### src/hdl/attribute_row_bit_packer_macros.svh
// assertion macros for the attribute row bit packer
`ifndef ATTRIBUTE_ROW_BIT_PACKER_MACROS_SVH
`define ATTRIBUTE_ROW_BIT_PACKER_MACROS_SVH

// property must hold at every clock edge outside reset
`define ABP_ASSERT(name, prop, msg) \
    name: assert property (@(posedge clk) disable iff (!rst_n) prop) else $error(msg);

// expression must never be true outside reset
`define ABP_NEVER(name, expr, msg) \
    name: assert property (@(posedge clk) disable iff (!rst_n) !(expr)) else $error(msg);

`endif

### src/hdl/abp_pkg.sv
// shared types, constants and codes for the attribute row bit packer
package abp_pkg;

    localparam int WORD_BITS_DEF    = 32;
    localparam int POINTER_BITS_DEF = 64;
    localparam int MAX_WORDS_DEF    = 64;

    localparam int KIND_W     = 3;
    localparam int BITS_W     = 7;
    localparam int STATUS_W   = 2;
    localparam int OFF_OUT_W  = 11;
    localparam int CNT_OUT_W  = 7;
    localparam int PTR_CNT_W  = 7;

    localparam int MAX_FIELD_BITS = 64;

    localparam logic [BITS_W-1:0]    WIDE_BITS   = 7'd64;
    localparam logic [PTR_CNT_W-1:0] PTR_CNT_MAX = 7'd127;

    localparam logic CMD_PLACE = 1'b0;
    localparam logic CMD_CLEAR = 1'b1;

    localparam logic [KIND_W-1:0] KIND_NONE    = 3'd0;
    localparam logic [KIND_W-1:0] KIND_PLAIN   = 3'd1;
    localparam logic [KIND_W-1:0] KIND_BOOL    = 3'd2;
    localparam logic [KIND_W-1:0] KIND_WIDE64  = 3'd3;
    localparam logic [KIND_W-1:0] KIND_STR_PTR = 3'd4;
    localparam logic [KIND_W-1:0] KIND_FAC_PTR = 3'd5;

    localparam logic [STATUS_W-1:0] ST_PLACED = 2'd0;
    localparam logic [STATUS_W-1:0] ST_REJECT = 2'd1;
    localparam logic [STATUS_W-1:0] ST_FULL   = 2'd2;

    typedef struct packed {
        logic              command;
        logic [KIND_W-1:0] attr_kind;
        logic [BITS_W-1:0] requested_bits;
        logic              map_select;
    } abp_in_t;

    typedef struct packed {
        logic [STATUS_W-1:0]  status;
        logic [OFF_OUT_W-1:0] bit_offset;
        logic [BITS_W-1:0]    bit_count;
        logic [CNT_OUT_W-1:0] pointer_slot;
        logic [CNT_OUT_W-1:0] words_used;
    } abp_out_t;

endpackage

### src/hdl/abp_ram.sv
// generic single-port-write ram with registered read
module abp_ram #(
    parameter int WIDTH = 8,
    parameter int DEPTH = 64
) (
    input  logic                     clk,
    input  logic                     we,
    input  logic [$clog2(DEPTH)-1:0] waddr,
    input  logic [WIDTH-1:0]         wdata,
    input  logic                     re,
    input  logic [$clog2(DEPTH)-1:0] raddr,
    output logic [WIDTH-1:0]         rdata
);

    logic [WIDTH-1:0] mem [DEPTH];
    logic [WIDTH-1:0] rdata_reg;

    always_ff @(posedge clk)
    begin
        if (we)
        begin
            mem[waddr] <= wdata;
        end
        if (re)
        begin
            rdata_reg <= mem[raddr];
        end
    end

    assign rdata = rdata_reg;

endmodule

### src/hdl/attribute_row_bit_packer.sv
// attribute row bit packer top level: decode, first-fit scan and result register
// Each item is taken in the idle state and decoded in the next cycle. A clear, a
// rejected kind or a wide field that does not fit then goes straight to the emit
// state. A field of a word or more appends its words through the map ram's write
// port, one word a cycle. A narrower field scans the selected map first-fit, one
// entry a cycle through the ram's registered read port, reading at most the words
// in use in that map, and appends a new word if none fits. The output register lets
// a new item enter while the last result still waits. Map entries at or above the
// word count are never read, so the maps need no clearing after reset or after a
// clear item.
`include "attribute_row_bit_packer_macros.svh"

module attribute_row_bit_packer
    import abp_pkg::*;
#(
    parameter int WORD_BITS    = WORD_BITS_DEF,
    parameter int POINTER_BITS = POINTER_BITS_DEF,
    parameter int MAX_WORDS    = MAX_WORDS_DEF
) (
    input  logic     clk,
    input  logic     rst_n,
    input  logic     in_valid,
    output logic     in_ready,
    input  abp_in_t  in_data,
    output logic     out_valid,
    input  logic     out_ready,
    output abp_out_t out_data
);

    localparam int IDX_W     = $clog2(MAX_WORDS);
    localparam int CNT_W     = $clog2(MAX_WORDS + 1);
    localparam int UB_W      = $clog2(WORD_BITS + 1);
    localparam int OFF_W     = $clog2(MAX_WORDS * WORD_BITS + 1);
    localparam int SUM_W     = BITS_W + 1;
    localparam int MAX_ITEMS = (MAX_FIELD_BITS + WORD_BITS - 1) / WORD_BITS;
    localparam int ITEM_W    = $clog2(MAX_ITEMS + 1);
    localparam int CHK_W     = CNT_W + ITEM_W + 1;

    typedef enum logic [4:0] {
        S_IDLE   = 5'b00001,
        S_DECODE = 5'b00010,
        S_WIDE   = 5'b00100,
        S_SCAN   = 5'b01000,
        S_EMIT   = 5'b10000
    } state_t;

    state_t                 state_reg, state_next;
    abp_in_t                item_reg, item_next;
    logic [CNT_W-1:0]       stat_cnt_reg, stat_cnt_next;
    logic [CNT_W-1:0]       dyn_cnt_reg, dyn_cnt_next;
    logic [PTR_CNT_W-1:0]   str_ptr_reg, str_ptr_next;
    logic [PTR_CNT_W-1:0]   fac_ptr_reg, fac_ptr_next;
    logic [BITS_W-1:0]      bits_reg, bits_next;
    logic [CNT_W-1:0]       rd_idx_reg, rd_idx_next;
    logic                   chk_vld_reg, chk_vld_next;
    logic [IDX_W-1:0]       chk_idx_reg, chk_idx_next;
    logic [IDX_W-1:0]       widx_reg, widx_next;
    logic [ITEM_W-1:0]      left_reg, left_next;
    abp_out_t               res_reg, res_next;
    logic                   out_valid_reg;
    abp_out_t               out_data_reg;

    logic [CNT_W-1:0]       cnt_sel;
    logic [CNT_W-1:0]       cnt_new;
    logic                   cnt_we;
    logic                   clear_all;
    logic                   ptr_inc;
    logic [BITS_W-1:0]      bits_dec;
    logic                   reject_dec;
    logic                   is_ptr;
    logic [ITEM_W-1:0]      items_dec;
    logic [UB_W-1:0]        rdata_sel;
    logic [UB_W-1:0]        stat_rdata, dyn_rdata;
    logic [SUM_W-1:0]       fit_sum;
    logic                   fit;
    logic                   ram_we, ram_re;
    logic [IDX_W-1:0]       ram_waddr, ram_raddr;
    logic [UB_W-1:0]        ram_wdata;
    logic                   out_load;

    logic                   res_load;
    logic [STATUS_W-1:0]    res_status;
    logic [BITS_W-1:0]      res_bits;
    logic                   res_placed;
    logic [CNT_W-1:0]       off_idx;
    logic [UB_W-1:0]        off_used;
    logic [CNT_W-1:0]       words_src;
    logic [OFF_W-1:0]                 off_full;
    logic [OFF_W+OFF_OUT_W-1:0]       off_ext;
    logic [CNT_W+CNT_OUT_W-1:0]       words_ext;
    logic [CNT_W+CNT_OUT_W-1:0]       slot_ext;

    assign cnt_sel   = item_reg.map_select ? dyn_cnt_reg : stat_cnt_reg;
    assign rdata_sel = item_reg.map_select ? dyn_rdata : stat_rdata;
    assign is_ptr    = (item_reg.attr_kind == KIND_STR_PTR) ||
                       (item_reg.attr_kind == KIND_FAC_PTR);
    assign fit_sum   = SUM_W'(rdata_sel) + SUM_W'(bits_reg);
    assign fit       = chk_vld_reg && (fit_sum <= SUM_W'(WORD_BITS));
    assign in_ready  = (state_reg == S_IDLE);
    assign out_load  = (state_reg == S_EMIT) && (!out_valid_reg || out_ready);

    // field width from kind
    always_comb
    begin
        bits_dec   = '0;
        reject_dec = 1'b0;
        unique case (item_reg.attr_kind)
            KIND_PLAIN:
            begin
                if (item_reg.requested_bits == '0)
                begin
                    bits_dec = BITS_W'(WORD_BITS);
                end
                else if (item_reg.requested_bits > WIDE_BITS)
                begin
                    bits_dec = WIDE_BITS;
                end
                else
                begin
                    bits_dec = item_reg.requested_bits;
                end
            end
            KIND_BOOL:    bits_dec = BITS_W'(1);
            KIND_WIDE64:  bits_dec = WIDE_BITS;
            KIND_STR_PTR,
            KIND_FAC_PTR: bits_dec = BITS_W'(POINTER_BITS);
            default:      reject_dec = 1'b1;
        endcase
    end

    // whole words needed by a wide field
    always_comb
    begin
        items_dec = '0;
        for (int k = 0; k < MAX_ITEMS; k++)
        begin
            if (SUM_W'(k * WORD_BITS) < SUM_W'(bits_dec))
            begin
                items_dec = ITEM_W'(items_dec + ITEM_W'(1));
            end
        end
    end

    always_comb
    begin
        state_next   = state_reg;
        item_next    = item_reg;
        bits_next    = bits_reg;
        rd_idx_next  = rd_idx_reg;
        chk_vld_next = 1'b0;
        chk_idx_next = chk_idx_reg;
        widx_next    = widx_reg;
        left_next    = left_reg;
        cnt_we       = 1'b0;
        cnt_new      = cnt_sel;
        clear_all    = 1'b0;
        ptr_inc      = 1'b0;
        ram_we       = 1'b0;
        ram_waddr    = widx_reg;
        ram_wdata    = UB_W'(WORD_BITS);
        ram_re       = 1'b0;
        ram_raddr    = rd_idx_reg[IDX_W-1:0];
        res_load     = 1'b0;
        res_status   = ST_PLACED;
        res_bits     = bits_reg;
        res_placed   = 1'b0;
        off_idx      = cnt_sel;
        off_used     = '0;
        words_src    = cnt_sel;

        unique case (state_reg)
            S_IDLE:
            begin
                if (in_valid)
                begin
                    item_next  = in_data;
                    state_next = S_DECODE;
                end
            end
            S_DECODE:
            begin
                bits_next = bits_dec;
                if (item_reg.command == CMD_CLEAR)
                begin
                    clear_all  = 1'b1;
                    res_load   = 1'b1;
                    words_src  = '0;
                    state_next = S_EMIT;
                end
                else if (reject_dec)
                begin
                    res_load   = 1'b1;
                    res_status = ST_REJECT;
                    state_next = S_EMIT;
                end
                else if (bits_dec >= BITS_W'(WORD_BITS))
                begin
                    if (CHK_W'(cnt_sel) + CHK_W'(items_dec) > CHK_W'(MAX_WORDS))
                    begin
                        res_load   = 1'b1;
                        res_status = ST_FULL;
                        state_next = S_EMIT;
                    end
                    else
                    begin
                        cnt_we     = 1'b1;
                        cnt_new    = CNT_W'(cnt_sel + CNT_W'(items_dec));
                        ptr_inc    = is_ptr;
                        widx_next  = cnt_sel[IDX_W-1:0];
                        left_next  = items_dec;
                        res_load   = 1'b1;
                        res_placed = 1'b1;
                        res_bits   = bits_dec;
                        words_src  = cnt_new;
                        state_next = S_WIDE;
                    end
                end
                else
                begin
                    rd_idx_next = '0;
                    state_next  = S_SCAN;
                end
            end
            S_WIDE:
            begin
                ram_we    = 1'b1;
                widx_next = IDX_W'(widx_reg + IDX_W'(1));
                left_next = ITEM_W'(left_reg - ITEM_W'(1));
                if (left_reg == ITEM_W'(1))
                begin
                    state_next = S_EMIT;
                end
            end
            S_SCAN:
            begin
                if (fit)
                begin
                    ram_we     = 1'b1;
                    ram_waddr  = chk_idx_reg;
                    ram_wdata  = UB_W'(fit_sum);
                    ptr_inc    = is_ptr;
                    res_load   = 1'b1;
                    res_placed = 1'b1;
                    off_idx    = CNT_W'(chk_idx_reg);
                    off_used   = rdata_sel;
                    state_next = S_EMIT;
                end
                else if (rd_idx_reg == cnt_sel)
                begin
                    res_load   = 1'b1;
                    state_next = S_EMIT;
                    if (cnt_sel >= CNT_W'(MAX_WORDS))
                    begin
                        res_status = ST_FULL;
                    end
                    else
                    begin
                        ram_we     = 1'b1;
                        ram_waddr  = cnt_sel[IDX_W-1:0];
                        ram_wdata  = UB_W'(bits_reg);
                        cnt_we     = 1'b1;
                        cnt_new    = CNT_W'(cnt_sel + CNT_W'(1));
                        ptr_inc    = is_ptr;
                        res_placed = 1'b1;
                        words_src  = cnt_new;
                    end
                end
                else
                begin
                    ram_re       = 1'b1;
                    rd_idx_next  = CNT_W'(rd_idx_reg + CNT_W'(1));
                    chk_vld_next = 1'b1;
                    chk_idx_next = rd_idx_reg[IDX_W-1:0];
                end
            end
            S_EMIT:
            begin
                if (out_load)
                begin
                    state_next = S_IDLE;
                end
            end
        endcase
    end

    // result assembly
    assign off_full  = OFF_W'(off_idx) * OFF_W'(WORD_BITS) + OFF_W'(off_used);
    assign off_ext   = (OFF_W + OFF_OUT_W)'(off_full);
    assign words_ext = (CNT_W + CNT_OUT_W)'(words_src);
    assign slot_ext  = (CNT_W + CNT_OUT_W)'(cnt_sel);

    always_comb
    begin
        res_next = res_reg;
        if (res_load)
        begin
            res_next.status       = res_status;
            res_next.bit_offset   = res_placed ? off_ext[OFF_OUT_W-1:0] : '0;
            res_next.bit_count    = res_placed ? res_bits : '0;
            res_next.pointer_slot = (res_placed && is_ptr) ? slot_ext[CNT_OUT_W-1:0] : '0;
            res_next.words_used   = words_ext[CNT_OUT_W-1:0];
        end
    end

    // counts and pointer counters
    always_comb
    begin
        stat_cnt_next = stat_cnt_reg;
        dyn_cnt_next  = dyn_cnt_reg;
        str_ptr_next  = str_ptr_reg;
        fac_ptr_next  = fac_ptr_reg;
        if (clear_all)
        begin
            stat_cnt_next = '0;
            dyn_cnt_next  = '0;
            str_ptr_next  = '0;
            fac_ptr_next  = '0;
        end
        else
        begin
            if (cnt_we && item_reg.map_select)
            begin
                dyn_cnt_next = cnt_new;
            end
            if (cnt_we && !item_reg.map_select)
            begin
                stat_cnt_next = cnt_new;
            end
            if (ptr_inc && item_reg.attr_kind == KIND_STR_PTR && str_ptr_reg < PTR_CNT_MAX)
            begin
                str_ptr_next = PTR_CNT_W'(str_ptr_reg + PTR_CNT_W'(1));
            end
            if (ptr_inc && item_reg.attr_kind == KIND_FAC_PTR && fac_ptr_reg < PTR_CNT_MAX)
            begin
                fac_ptr_next = PTR_CNT_W'(fac_ptr_reg + PTR_CNT_W'(1));
            end
        end
    end

    always_ff @(posedge clk or negedge rst_n)
    begin
        if (!rst_n)
        begin
            state_reg     <= S_IDLE;
            stat_cnt_reg  <= '0;
            dyn_cnt_reg   <= '0;
            str_ptr_reg   <= '0;
            fac_ptr_reg   <= '0;
            chk_vld_reg   <= 1'b0;
            out_valid_reg <= 1'b0;
        end
        else
        begin
            state_reg    <= state_next;
            stat_cnt_reg <= stat_cnt_next;
            dyn_cnt_reg  <= dyn_cnt_next;
            str_ptr_reg  <= str_ptr_next;
            fac_ptr_reg  <= fac_ptr_next;
            chk_vld_reg  <= chk_vld_next;
            if (out_load)
            begin
                out_valid_reg <= 1'b1;
            end
            else if (out_ready)
            begin
                out_valid_reg <= 1'b0;
            end
        end
    end

    always_ff @(posedge clk)
    begin
        item_reg    <= item_next;
        bits_reg    <= bits_next;
        rd_idx_reg  <= rd_idx_next;
        chk_idx_reg <= chk_idx_next;
        widx_reg    <= widx_next;
        left_reg    <= left_next;
        res_reg     <= res_next;
        if (out_load)
        begin
            out_data_reg <= res_reg;
        end
    end

    assign out_valid = out_valid_reg;
    assign out_data  = out_data_reg;

    // used-bits maps
    abp_ram #(
        .WIDTH (UB_W),
        .DEPTH (MAX_WORDS)
    ) u_stat_map (
        .clk   (clk),
        .we    (ram_we && !item_reg.map_select),
        .waddr (ram_waddr),
        .wdata (ram_wdata),
        .re    (ram_re && !item_reg.map_select),
        .raddr (ram_raddr),
        .rdata (stat_rdata)
    );

    abp_ram #(
        .WIDTH (UB_W),
        .DEPTH (MAX_WORDS)
    ) u_dyn_map (
        .clk   (clk),
        .we    (ram_we && item_reg.map_select),
        .waddr (ram_waddr),
        .wdata (ram_wdata),
        .re    (ram_re && item_reg.map_select),
        .raddr (ram_raddr),
        .rdata (dyn_rdata)
    );

    `ABP_NEVER(a_stat_cnt_range, stat_cnt_reg > CNT_W'(MAX_WORDS), "static count beyond depth")
    `ABP_NEVER(a_dyn_cnt_range, dyn_cnt_reg > CNT_W'(MAX_WORDS), "dynamic count beyond depth")
    `ABP_ASSERT(a_read_below_cnt, ram_re |-> (rd_idx_reg < cnt_sel), "map read past count")
    `ABP_ASSERT(a_accept_decode, in_valid && in_ready |=> state_reg == S_DECODE, "not decoded")
    `ABP_ASSERT(a_emit_loads, state_reg == S_EMIT && !out_valid_reg |=> out_valid_reg, "no result")

endmodule

### config.mk
export PLATFORM = sky130hd
export DESIGN_NAME = attribute_row_bit_packer
export DESIGN_NICKNAME = d
export VERILOG_FILES = /design/src/hdl/abp_pkg.sv /design/src/hdl/abp_ram.sv /design/src/hdl/attribute_row_bit_packer.sv
export VERILOG_INCLUDE_DIRS = /design/src /design/src/hdl
export SDC_FILE = /design/constraint.sdc
export NUM_CORES = 1
export LEC_CHECK = 0
export BUFFER_PORTS_ARGS = -buffer_cell sky130_fd_sc_hd__buf_2
export CAP_MARGIN = 20
export CORE_ASPECT_RATIO = 0.6
export CORE_MARGIN = 5
export CORE_UTILIZATION = 40
export CTS_BUF_LIST = sky130_fd_sc_hd__clkbuf_8
export DETAILED_ROUTE_END_ITERATION = 6
export PLACE_DENSITY_LB_ADDON = 0.05
export SETUP_SLACK_MARGIN = 0.1
export SLEW_MARGIN = 10
export SYNTH_ARGS = -nofsm -noshare
export SYNTH_HDL_FRONTEND = slang
export SYNTH_SLANG_ARGS = --single-unit
### constraint.sdc
create_clock -name clk -period 22.5 [get_ports clk]
set_input_delay 3.375 -clock clk [delete_from_list [all_inputs] [get_ports clk]]
set_output_delay 3.375 -clock clk [all_outputs]
set_load 0.01 [all_outputs]
==> flow_summary.yaml <==
synthesis:
  syn_area_um2: 37000
  synth_area_leader_cell: "edfxtp_1"
  ys_ff_latch: 909
  synth.avg_cell_area_um2: 20.5
  ys.flop_type: "edfxtp_1"
  synth_edf_count: 888
  syn_inst: 1810
  async_reset_ff_frac: 0.0231
  yosys_warnings: 0
  yosys.cell_types.count: 91
  ys_top_cells_by_area: "edfxtp_1, mux4_2, dfrtp_1, nor2_1, nor3_1"
  synth_fp_nets: 1845
  ys_seq_area_frac: 0.734
  post-synth-top-area-fraction: 0.720
layout:
  finalNonFillerCells: 3302
  reg.largest.list: "u_dyn_map.mem x384, u_stat_map.mem x384"
  layout_common_cells: "edfxtp_1, mux4_2, clkbuf_8"
  area_growth_pct: 11.8
  fin_area_um2: 41400
  final_common_cell: "edfxtp_1"
  drive_above_1_share: 0.290
  layout.nets: 1993
clock_network:
  cts_tree: "built"
  cts_buffers: 139
  insertion_delay_ns: 0.82
  cts_resized: 0
  clock_sinks: 909
  hold_buffers: 0
  cts.path.max_buffers: 3
  clk_pin_slew_worst_paths_ns: 0.06
  postCtsSetupBuffers: 0
  cts-root-buf: "clkbuf_8"
  ctsHtreeMaxLevel: 4
place:
  place_area_um2: 38800
  dp.cells: 3039
  gp_congestion: 0.824
  hpwl_um: 65600
  io_buffer_count: 51
min_path:
  min_path_type: "register to register"
  min_from: "res_reg[21]$_SDFFCE_PN0P_"
  hold_end: "out_data[21]$_DFFE_PP_"
  hold_depth: 0
worst_setup_path:
  crit_path_max_fanout: 28
  crit_path_top_delay_cell: "nor3_1"
  r2r-end: "u_stat_map.mem[61][2]$_DFFE_PP_"
  critPathCaptureType: "register"
  path_class: "register to register"
  r2r_slack_ns: 15.90
  worstSetupStartpointType: "register"
  required_ns: 22.93
  crit_chain: "buf_4 > mux2_2 > ha_1 > fa_1 > a211o_1 > a21oi_1 > o221a_1 > o2111a_2 > or2_1 > o221a_4 > nand3_1 > nor3_1"
  slowest_delay_ns: 1.13
  ff2ff_path_depth: 12
  crit_arrival_ns: 7.03
  timing.rr.start: "item_reg[0]$_DFFE_PP_"
run_status:
  status: "finished clean"
die:
  coreArea_um2: 91800
  initial_utilization: 0.403
  die_x_um: 403
  rows: 86
  die-area_um2: 98900
  io_pins: 52
  die_h_um: 246
grt:
  grt_pass1_vias: 19000
  grt_usage: 0.208
  gr-total-overflow: 0
  antenna_found_initial: 6
  grt_max_degree: 135
  grt_pass1_wl_um: 145000
timing:
  final.setup.tns_ns: 0
  drv_slew: 0
  fmax_mhz: 152
  finalHoldViolations: 0
  finalSetupViolCount: 0
  slew_headroom: 0.257
  rsz0062_at_grt: "no"
  fin_crit_sh: 0.293
  fin_crit_ns: 6.60
  worst_pin_slew_ns: 1.12
  fin_skew_ns: 0.0342
  hold_slack_ns: 0.416
drt:
  dr.pass1.iters: 7
  wl_per_cell_um: 31.0
  routed_wl_um: 102000
  route.detailed.drc: 0
  vias: 19000
  antenna_left: 0
  vias_per_cell: 5.75
  dr.first_iter.drc_count: 2140
run:
  drv_cap: 0
power:
  total_power_uw: 4160
  peakVddDrop_v: 0.0000705
  powerDensity_nw_per_um2: 101
  p_leak_uw: 0.0139
-- through the flow --
stage	util	setup slack [ns]
after global placement	0.422	16.07
after floorplan	-	12.62
final	0.451	15.90
after global routing	0.451	15.65
after CTS	0.450	15.92
after detailed placement	0.423	15.92
-- layer usage --
layer  track usage  share of wire  up-vias
li1              -              -     7851
met4        0.0527          0.016        2
met1         0.348           0.50    10300
met5             0        0.00013        -
met2         0.260           0.39      744
met3        0.0595          0.091      126
-- cell type report --
type | instances | area (um^2)
diodes | 4 | 10.0
multi-input cells | 795 | 9440
fillers | 7838 | 50400
well taps | 1232 | 1540
inverters | 16 | 60.1
repair buffers | 97 | 656
flip-flops and latches | 909 | 27200
clock inverters | 104 | 495
clock buffers | 145 | 2000
-- cell usage after synthesis, types with 3 or more instances --
library cell	instances
or2_2	3
buf_2	11
a32oi_1	3
buf_6	6
o21ai_1	5
xnor2_1	18
nor4b_1	3
a22o_1	5
nand3_1	33
a32o_1	4
nor3_2	11
nand3_2	3
edfxtp_1	888
dfrtp_1	20
clkbuf_1	48
nor2_1	130
and2_1	23
mux2_2	21
ha_1	17
nor2b_1	5
a21oi_1	24
xor2_1	8
nand4_1	11
mux2_1	5
mux4_2	252
o211ai_1	7
and3_1	4
nand2_2	3
mux2i_1	11
buf_1	23
nand4_2	3
nand2b_1	7
a211o_1	4
nand2_1	33
a31oi_1	3
o22ai_1	3
a21o_1	3
o31ai_1	5
nor3_1	48
mux2i_4	3
inv_1	16
o21ai_0	13
-- logic make-up (layout without fill, tap and decap cells) --
family,count (synthesis),count (layout),synth area share
other,0,4,0
AO/OA/AOI/OAI,110,110,0.0242
XOR/XNOR,26,26,0.00615
buffers and inverters,106,362,0.0125
AND/OR/NAND/NOR,347,347,0.0495
multiplexers,293,293,0.166
adder cells (fa/ha/maj),19,19,0.00683
flip-flops,909,909,0.734
-- power breakdown --
part	leakage [uW]	switching, uW	internal (uW)
clock	0.00144	656	620
combinational	0.00323	537	372
sequential	0.00921	48.5	1930
-- worst max path at each step --
stage                                            from  cells past startpoint                         endpoint  slack [ns]
after detailed placement        item_reg[0]$_DFFE_PP_                     12  u_stat_map.mem[61][0]$_DFFE_PP_       15.92
final                           item_reg[0]$_DFFE_PP_                     12  u_stat_map.mem[61][2]$_DFFE_PP_       15.90
after CTS                       item_reg[0]$_DFFE_PP_                     12  u_stat_map.mem[61][0]$_DFFE_PP_       15.92
after global placement    rd_idx_reg[0]$_SDFFCE_PP0P_                      8    u_stat_map.rdata[4]$_DFFE_PP_       16.07
after floorplan                 item_reg[0]$_DFFE_PP_                     13    u_dyn_map.mem[0][4]$_DFFE_PP_       12.62
after global routing            item_reg[0]$_DFFE_PP_                     12  u_stat_map.mem[61][0]$_DFFE_PP_       15.65
-- worst max-delay path, delay by kind of cell (launching register included) --
kind | cells | cell delay (ns)
flip-flops | 1 | 0.32
adder cells (fa/ha/maj) | 2 | 0.65
AO/OA/AOI/OAI | 5 | 1.76
buffers and inverters | 1 | 0.42
multiplexers | 1 | 0.43
AND/OR/NAND/NOR | 3 | 2.60
Power figures use the tool's default switching activity.
